[src/hdl/rmq_pkg.sv]
// ----------------------------------------------------------------------------
// rmq_pkg: shared types and constants for the rotation matrix to quaternion unit
// Holds the fixed-point format, derived datapath widths and payload structs.
// ----------------------------------------------------------------------------
`timescale 1ns / 1ps
package rmq_pkg;

	localparam int W = 16;   // data width
	localparam int F = 14;   // fraction bits

	localparam int DW   = W + 2;                        // trace combination d
	localparam int AW   = W + 1;                        // off-diagonal sum or difference
	localparam int SW   = 2 * AW + 2;                   // sum of three squares
	localparam int NW   = SW + F;                       // dividend
	localparam int QW   = NW - F - 1;                   // quotient bits that can be set
	localparam int DENW = ((F > W) ? F : W) + 3;        // divisor 3*ONE - d
	localparam int RW   = DENW + 1;                     // partial remainder
	localparam int PW   = ((F > DW - 1) ? F : DW - 1) + 1 + F; // (ONE + d) << F
	localparam int SQW  = (QW > PW) ? QW : PW;
	localparam int SQW2 = SQW + (SQW % 2);              // radicand, even width
	localparam int SR   = SQW2 / 2;                     // root bits
	localparam int MW   = W - 1;                        // lane magnitude
	localparam int LAT  = QW + SR + 3;                  // lane pipeline depth

	typedef struct packed {
		logic signed [W-1:0] m00;
		logic signed [W-1:0] m01;
		logic signed [W-1:0] m02;
		logic signed [W-1:0] m10;
		logic signed [W-1:0] m11;
		logic signed [W-1:0] m12;
		logic signed [W-1:0] m20;
		logic signed [W-1:0] m21;
		logic signed [W-1:0] m22;
	} mat_t;

	typedef struct packed {
		logic signed [W-1:0] quat_w;
		logic signed [W-1:0] quat_x;
		logic signed [W-1:0] quat_y;
		logic signed [W-1:0] quat_z;
	} quat_t;

	// Control that travels beside the lanes: request valid and the signs.
	typedef struct packed {
		logic vld;
		logic neg_x;
		logic neg_y;
		logic neg_z;
	} ctl_t;

endpackage

[src/hdl/rmq_merge.sv]
// ----------------------------------------------------------------------------
// rmq_merge: combines lane magnitudes with signs into the output register
// Also produces the pipeline advance that stalls everything upstream.
// ----------------------------------------------------------------------------
`timescale 1ns / 1ps
module rmq_merge (
	input  logic                   clk,
	input  logic                   arst_n,
	input  rmq_pkg::ctl_t          ctl,
	input  logic [rmq_pkg::MW-1:0] mag_w,
	input  logic [rmq_pkg::MW-1:0] mag_x,
	input  logic [rmq_pkg::MW-1:0] mag_y,
	input  logic [rmq_pkg::MW-1:0] mag_z,
	output logic                   adv,
	output logic                   quat_valid,
	input  logic                   quat_ready,
	output rmq_pkg::quat_t         quat
);
	localparam int W = rmq_pkg::W;

	logic           valid_q;
	rmq_pkg::quat_t quat_q;
	logic [W-1:0]   ux, uy, uz;

	assign adv = !valid_q || quat_ready;
	assign ux  = {1'b0, mag_x};
	assign uy  = {1'b0, mag_y};
	assign uz  = {1'b0, mag_z};

	always_ff @(posedge clk or negedge arst_n) begin
		if (!arst_n) begin
			valid_q <= 1'b0;
		end else if (adv) begin
			valid_q <= ctl.vld;
		end
	end

	always_ff @(posedge clk) begin
		if (adv && ctl.vld) begin
			quat_q.quat_w <= {1'b0, mag_w};
			quat_q.quat_x <= ctl.neg_x ? W'(-ux) : ux;
			quat_q.quat_y <= ctl.neg_y ? W'(-uy) : uy;
			quat_q.quat_z <= ctl.neg_z ? W'(-uz) : uz;
		end
	end

	assign quat_valid = valid_q;
	assign quat       = quat_q;

endmodule

[config.mk]
export PLATFORM = sky130hd
export DESIGN_NAME = rmq_merge
export DESIGN_NICKNAME = d
export VERILOG_FILES = /design/src/hdl/rmq_pkg.sv /design/src/hdl/rmq_merge.sv
export SDC_FILE = /design/constraint.sdc
export NUM_CORES = 1
export LEC_CHECK = 0
export BUFFER_PORTS_ARGS = -buffer_cell sky130_fd_sc_hd__buf_2
export CAP_MARGIN = 20
export CORE_ASPECT_RATIO = 0.7
export CORE_MARGIN = 5
export CORE_UTILIZATION = 30
export CTS_BUF_LIST = sky130_fd_sc_hd__clkbuf_4 sky130_fd_sc_hd__clkbuf_8 sky130_fd_sc_hd__clkbuf_16
export CTS_CLUSTER_DIAMETER = 80
export DETAILED_ROUTE_END_ITERATION = 8
export GPL_ROUTABILITY_DRIVEN = 0
export GPL_TIMING_DRIVEN = 0
export PLACE_DENSITY = 0.61
export SYNTH_ARGS = -nofsm -noshare
export SYNTH_HDL_FRONTEND = slang
export SYNTH_SLANG_ARGS = --single-unit
[constraint.sdc]
create_clock -name clk -period 2.8 [get_ports clk]
set_input_delay 0.56 -clock clk [delete_from_list [all_inputs] [get_ports clk]]
set_output_delay 0.56 -clock clk [all_outputs]
set_load 0.01 [all_outputs]
==> qor.yml, run 1 <==
yosys:
  syn-num-nets: 272
  muxShareOfSynthArea: 0
  synth_cells: 202
  yosys.area.top_type_share: 0.649
  ys_warn_count: 0
  yosysTopAreaCell: "edfxtp_1"
  yosysMostFrequentCell: "edfxtp_1"
  syn_area_um2: 2920
  synthXorXnorAreaFrac: 0.117
  yosys.area_share.simple: 0.0863
  yosys_most_used_dff: "edfxtp_1"
  synth-edff-count: 63
  synth.distinct_cells: 26
  seq_area_frac_synth: 0.658
  synth_common_cells: "63 x edfxtp_1, 39 x xnor2_1, 14 x o31ai_1, 14 x o41ai_1"
  synthAdderAreaFrac: 0.0129
  synth_area_leaders: "edfxtp_1 65%, xnor2_1 12%, o41ai_1 4.2%"
  postSynthAreaPerCell_um2: 14.4
  synth_compound_area_frac: 0.0996
  synth_top_family_by_area: "XOR/XNOR gates"
  ys_ff_latch: 64
  synthArstFlopShare: 0.0156
sta:
  tightest_slew_ns: 0.838
  relSlewSlack: 0.441
  finalSetupViolCount: 0
  post-route-period-util: 0.724
  period_needed_ns: 2.03
  final_hold_viol_count: 0
  rsz0062_at_grt: "false"
  fin_ws_ns: 0.771
  maxSlewViolCount: 0
  whs_ns: 0.410
  timing.fmax_mhz: 493
  skew_ns: 0.00350
global_route:
  grt_overflow: 0
  grt_pass1_vias: 2120
  grt_usage: 0.118
  grt_first_pass_wirelength_um: 10900
  grt_max_degree: 64
  antenna_found_initial: 0
place:
  dp_slack_ns: 0.452
  dp_cells: 461
  dp_hpwl_um: 5140
  portBuffers: 131
critical_path:
  worstSetupPathType: "input port to flip-flop"
  r2r_setup_slack_ns: 1.20
  path_cells: "buf_2, inv_1, ha_1, or4b_2, o41ai_1, xnor2_1"
  worstPathArrival_ns: 2.09
  crit_required_ns: 2.86
  worst_path_max_delay_cell: "or4b_2"
  critPathLaunchType: "input port"
  critPathTopFamily: "simple AND/OR/NAND/NOR gates"
  max_stage_delay_ns: 0.64
  crit_buf_inv: 2
  worstPathMaxFanout: 4
  end_kind: "flip-flop"
die:
  num_rows: 30
  die_y_um: 92.5
  die_w_um: 128
  die-area_um2: 11800
  initial_utilization: 0.303
  pin_count: 133
  fp.coreArea_um2: 9610
drt:
  wl_per_cell_um: 14.4
  drt_iter0_drc: 113
  avgViaCountPerCell: 4.50
  ant_nets: 0
  drc_errors: 0
  wirelength_um: 6900
  vias: 2151
  drt_first_pass_iters: 4
finish:
  syn2layout_area_growth_pct: 40.3
  final_nets: 415
  multiInputGateArea_um2: 927
  stdcell_count: 478
  utilization: 0.426
  n_antenna_cell: 0
  seq_area_um2: 1920
  final_layout_size_suffix_gt1_frac: 0.454
  fill_cells: 958
clocking:
  cts_buffer_depth: 2
  clk_latency_ns: 0.32
  cts_max_level: 3
  cts_buffers: 9
  tritoncts: "done"
  root_buffer: "clkbuf_16"
  cts_sinks: 64
  clk_pin_slew_worst_paths_ns: 0.06
job:
  cap_viol_max_count: 0
hold_path:
  hold_class: "input port to flip-flop"
power_and_ir_drop:
  leakagePower_nw: 1.59
  ir_worst_vdd_mv: 0.282
  powerDensity_nw_per_um2: 672
run_status:
  status: "finished clean"
-- cell families (layout without fill, tap and decap cells) --
kind of cell    Yosys count  count (layout)
flops                    64              64
simple gates             40              40
compound gates           39              39
xor+xnor                 39              39
buf+inv                  16             164
fa+ha+maj                 3               3
other cells               1               1
-- area by class of cell --
type / count / area share
buffer: 9 / 0.0116
clock buffer: 9 / 0.0551
clock inverter: 7 / 0.0294
inverter: 7 / 0.00643
multi-input combinational: 122 / 0.227
sequential: 64 / 0.469
tap: 128 / 0.0392
timing repair buffer: 132 / 0.163
-- cell usage in the layout (no fill, tap or decap), types with 2 or more instances in the layout --
cell and count:
bufinv_16 3, ha_1 3, xnor2_1 39, o31ai_1 14, o21a_1 2, nor3_1 2
or4_1 8, clkbuf_16 9, edfxtp_1 63, buf_2 133, clkinv_4 2, or2_2 4
inv_1 7, clkbuf_1 5, o21ai_0 8, o41ai_1 14, nand2b_1 6, nand2_1 7
or3_1 8
-- per-stage QoR --
step / area, µm² / power [W] / setup TNS [ns]
floorplan: 2920 / 0.00133 / 0
global placement: 3730 / 0.00149 / -38.83
detailed placement: 3730 / 0.00149 / 0
CTS: 4090 / 0.00279 / 0
global route: 4090 / 0.00287 / 0
finish: 4090 / 0.00275 / 0
-- per-layer routing --
metal	share of wire	global-route usage
met5	0	0
met4	0.018	0.0451
met3	0.11	0.0553
met2	0.43	0.171
met1	0.44	0.153
-- sequential cells by signal (all words and copies together), names as in the netlist --
register	cells
quat	63
quat_valid	1
-- final timing paths --
check / from / cells after the start / end
max in group asynchronous: arst_n / 2 / quat_valid$_DFFE_PN0N_
worst min register to register: quat_valid$_DFFE_PN0N_ / 2 / quat_valid$_DFFE_PN0N_
worst max-delay path: mag_x[1] / 6 / quat[46]$_DFFE_PP_
worst min-delay path: mag_w[11] / 1 / quat[59]$_DFFE_PP_
worst max register to register: quat_valid$_DFFE_PN0N_ / 2 / quat[7]$_DFFE_PP_
min in group asynchronous: arst_n / 2 / quat_valid$_DFFE_PN0N_
-- report_power, final --
part	leakage (nW)	total [W]	switching [W]	internal, W
Sequential	0.611	0.00115	0.0000146	0.00114
Clock	0.166	0.00128	0.000409	0.000870
Combinational	0.810	0.000313	0.000174	0.000139
-- repair_timing --
item                                   4_1_cts  5_1_grt
gates resized for setup                      0        0
setup buffers                                0        0
hold buffers                                 1        0
setup endpoints to repair                    0        0
endpoints found under the hold margin        1        0
(Power assumes the default switching activity.)
==> run 2: changes to the inputs <==
- clock period: 2.8 -> 2 ns (I/O delays scaled with it)
==> qor.yml, run 2 (synthesis gave the netlist of run 1 again) <==
clocking:
  cts_setup_buffers: 0
  clk_latency_ns: 0.33
  cts_buffer_depth: 2
  cts_buffers: 9
  cts_resized: 0
  tritoncts: "done"
  clk_pin_slew_worst_paths_ns: 0.06
  cts_sinks: 64
  root_buffer: "clkbuf_16"
  cts_max_level: 3
finish:
  n_antenna_cell: 0
  stdcell_count: 478
  most-common-layout-cells: "133 x buf_2, 63 x edfxtp_1, 39 x xnor2_1"
  final_layout_size_suffix_gt1_frac: 0.454
  multiInputGateArea_um2: 927
  largest_register_ffs: 63
  syn2layout_area_growth_pct: 38.6
  final_common_cell: "buf_2"
  final_nets: 415
  fill_cells: 952
  seq_area_um2: 1920
drt:
  drc_errors: 0
  vias: 2159
  wirelength_um: 6940
  drt_iter0_drc: 117
  drt_first_pass_iters: 4
  avgViaCountPerCell: 4.52
  wl_per_cell_um: 14.5
  ant_nets: 0
place:
  portBuffers: 131
  dp_slack_ns: -0.180
  dp_hpwl_um: 5180
  dp_cells: 461
die:
  die_y_um: 92.5
  fp.coreArea_um2: 9610
  pin_count: 133
  initial_utilization: 0.303
  die_w_um: 128
  num_rows: 30
  die-area_um2: 11800
power_and_ir_drop:
  ir_worst_vdd_mv: 0.545
  pwr-share-clk: 0.430
  p_seq_frac: 0.449
  intPower_w: 0.00275
  comb_power_share: 0.122
  powerDensity_nw_per_um2: 891
  netSwitchingPower_w: 0.000848
  leakagePower_nw: 1.56
  p_sw_frac: 0.235
  p_total_w: 0.00360
global_route:
  antenna_found_initial: 0
  grt_first_pass_wirelength_um: 11000
  grt_pass1_vias: 2246
  grt_overflow: 0
  grt_usage: 0.120
  grt_max_degree: 64
job:
  cap_viol_max_count: 0
sta:
  tightest_slew_ns: 0.843
  rsz0062_at_grt: "false"
  maxSlewViolCount: 0
  fin_ws_ns: 0.156
  whs_ns: 0.245
  final.setup.tns_ns: 0
  period_needed_ns: 1.84
  final_hold_viol_count: 0
  post-route-period-util: 0.922
  timing.fmax_mhz: 542
  finalSetupViolCount: 0
  skew_ns: 0.00630
  relSlewSlack: 0.438
critical_path:
  end_kind: "flip-flop"
  crit_required_ns: 2.07
  worstSetupPathType: "input port to flip-flop"
  worstPathArrival_ns: 1.91
  critPathLaunchType: "input port"
  worstPathMaxFanout: 4
hold_path:
  hold_class: "input port to flip-flop"
run_status:
  status: "finished clean"
## run 2: timing repair
item	4_1_cts	5_1_grt
endpoints found under the setup margin	0	0
hold endpoints to repair	1	0
hold buffers	1	0
## run 2: area by class of cell
class,count,area share
flip-flops and latches,64,0.474
clock inverters,7,0.0180
clock buffers,9,0.0557
inverters,7,0.00650
multi-input cells,122,0.229
repair buffers,132,0.165
plain buffers,9,0.0118
well taps,128,0.0396
## run 2: through the flow
stage | utilization | area, µm²
floorplan | - | 2920
global placement | 0.388 | 3730
detailed placement | 0.389 | 3730
CTS | 0.421 | 4040
global route | 0.421 | 4040
finish | 0.421 | 4040
## run 2: layer usage
| metal | track usage | up-vias | wire, µm |
|---|---|---|---|
| met2 | 0.184 | 76 | 3160 |
| met5 | 0 | - | 0 |
| met1 | 0.147 | 1008 | 3030 |
| met3 | 0.0530 | 9 | 631 |
| met4 | 0.0504 | 0 | 119 |
| li1 | - | 1066 | - |
## run 2: worst paths after layout
path	startpoint	endpoint	slack, ns	depth (start not counted)
max in group asynchronous	arst_n	quat_valid$_DFFE_PN0N_	1.54	2
min in group asynchronous	arst_n	quat_valid$_DFFE_PN0N_	0.38	2
hold reg to reg	quat_valid$_DFFE_PN0N_	quat_valid$_DFFE_PN0N_	0.54	2
hold / removal	mag_w[1]	quat[49]$_DFFE_PP_	0.24	1
setup / recovery	mag_x[1]	quat[46]$_DFFE_PP_	0.16	6
setup reg to reg	quat_valid$_DFFE_PN0N_	quat[57]$_DFFE_PP_	0.40	2
## run 2: worst max-delay path, stage by stage
cell and delay [ns]:
buf_2 0.13, inv_1 0.07, ha_1 0.16, or4b_2 0.66, o41ai_1 0.39, xnor2_1 0.10
## run 2: power groups by stage
stage | Clock (W) | Sequential [W] | Combinational [W]
6_report | 0.00155 | 0.00162 | 0.000438
5_1_grt | 0.00166 | 0.00162 | 0.000484
3_3_place_gp | 0 | 0.00164 | 0.000437
4_1_cts | 0.00159 | 0.00162 | 0.000447
2_1_floorplan | 0 | 0.00170 | 0.000171
3_5_place_dp | 0 | 0.00164 | 0.000444
==> run 3: changes to the inputs <==
- clock period: 2 -> 1.9 ns (I/O delays scaled with it)
==> qor.yml, run 3 (synthesis gave the netlist of run 1 again) <==
sta:
  final.setup.tns_ns: 0
  timing.fmax_mhz: 563
  final_hold_viol_count: 0
  period_needed_ns: 1.77
  post-route-period-util: 0.934
  relSlewSlack: 0.427
  fin_ws_ns: 0.125
  rsz0062_at_grt: "false"
  tightest_slew_ns: 0.859
  skew_ns: 0.00486
  finalSetupViolCount: 0
  maxSlewViolCount: 0
die:
  die-area_um2: 11800
  die_w_um: 128
  num_rows: 30
  pin_count: 133
  fp.coreArea_um2: 9610
  die_y_um: 92.5
  initial_utilization: 0.303
finish:
  final_layout_size_suffix_gt1_frac: 0.460
  final_common_cell: "buf_2"
  most-common-layout-cells: "132 x buf_2, 63 x edfxtp_1, 39 x xnor2_1"
  final_nets: 415
  stdcell_count: 478
  seq_area_um2: 1920
  fill_cells: 926
  syn2layout_area_growth_pct: 39.1
  finish.instance_area_um2: 4050
  largest_register_ffs: 63
  multiInputGateArea_um2: 938
  n_antenna_cell: 0
critical_path:
  crit_required_ns: 1.96
  r2r_setup_slack_ns: 0.27
  critPathLaunchType: "input port"
  end_kind: "flip-flop"
  r2r-end: "quat[49]$_DFFE_PP_"
  worstPathMaxFanout: 4
  worstSetupPathType: "input port to flip-flop"
  r2r_start: "quat_valid$_DFFE_PN0N_"
  worstPathArrival_ns: 1.84
  reg2reg_depth: 2
clocking:
  cts_max_level: 3
  clk_pin_slew_worst_paths_ns: 0.05
  root_buffer: "clkbuf_16"
  cts_sinks: 64
  cts_setup_buffers: 0
  cts_buffer_depth: 2
  clk_latency_ns: 0.32
  cts_hold_buf: 1
  tritoncts: "done"
  cts_resized: 0
  cts_buffers: 9
drt:
  avgViaCountPerCell: 4.48
  ant_nets: 0
  drc_errors: 0
  wirelength_um: 6840
  wl_per_cell_um: 14.3
  drt_first_pass_iters: 4
  drt_iter0_drc: 134
  vias: 2142
hold_path:
  min_path_cells: 1
  min_to: "quat[55]$_DFFE_PP_"
  hold_class: "input port to flip-flop"
  hold_start: "mag_w[7]"
run_status:
  status: "finished clean"
global_route:
  antenna_found_initial: 0
  grt_usage: 0.119
  grt_overflow: 0
  grt_first_pass_wirelength_um: 11100
  grt_pass1_vias: 2186
  grt_max_degree: 64
place:
  dp_hpwl_um: 5170
  placed_cell_area_um2: 3750
  dp_cells: 461
  dp_slack_ns: -0.225
  portBuffers: 131
power_and_ir_drop:
  leakagePower_nw: 1.58
  ir_worst_vdd_mv: 0.467
  p_total_w: 0.00378
  powerDensity_nw_per_um2: 934
job:
  cap_viol_max_count: 0
==> run 3: stage by stage <==
step / utilization / hold slack (ns)
global placement: 0.390 / 0.156
detailed placement: 0.390 / 0.159
finish: 0.422 / 0.230
global route: 0.422 / 0.213
floorplan: - / 0.0844
CTS: 0.422 / 0.214
==> run 3: worst max-delay path, stage by stage <==
cell and delay, ns:
buf_2 0.12, inv_1 0.07, ha_1 0.16, or4b_2 0.66, o41ai_2 0.36, xnor2_1 0.10
==> run 3: report_power, final <==
group / total [W] / switching, W / internal (W) / leakage, nW
clock network: 0.00162 / 0.000568 / 0.00105 / 0.151
registers: 0.00170 / 0.0000204 / 0.00168 / 0.611
logic: 0.000463 / 0.000257 / 0.000206 / 0.819
total: 0.00378 / 0.000846 / 0.00294 / 1.58
==> run 3: how the worst max path moves through the flow <==
| stage | from | endpoint | cells past startpoint |
|---|---|---|---|
| global route | mag_x[1] | quat[46]$_DFFE_PP_ | 6 |
| detailed placement | mag_x[1] | quat[46]$_DFFE_PP_ | 6 |
| finish | mag_x[1] | quat[46]$_DFFE_PP_ | 6 |
| floorplan | mag_z[9] | quat[15]$_SDFFCE_PN0P_ | 3 |
| global placement | quat_ready | quat[36]$_DFFE_PP_ | 3 |
| CTS | mag_x[1] | quat[46]$_DFFE_PP_ | 6 |
==> run 3: area by class of cell <==
cell class / count / share of cell area
plain buffers: 9 / 0.0133
multi-input cells: 122 / 0.231
inverters: 7 / 0.00648
clock inverters: 4 / 0.0111
repair buffers: 132 / 0.164
flip-flops and latches: 64 / 0.473
clock buffers: 12 / 0.0611
well taps: 128 / 0.0395
==> run 3: metal layers <==
layer,track usage,part of all wire,up-vias
met5,0,0,-
met4,0.0292,0.011,0
met3,0.0715,0.12,12
met2,0.173,0.44,79
met1,0.150,0.43,991
li1,-,-,1060
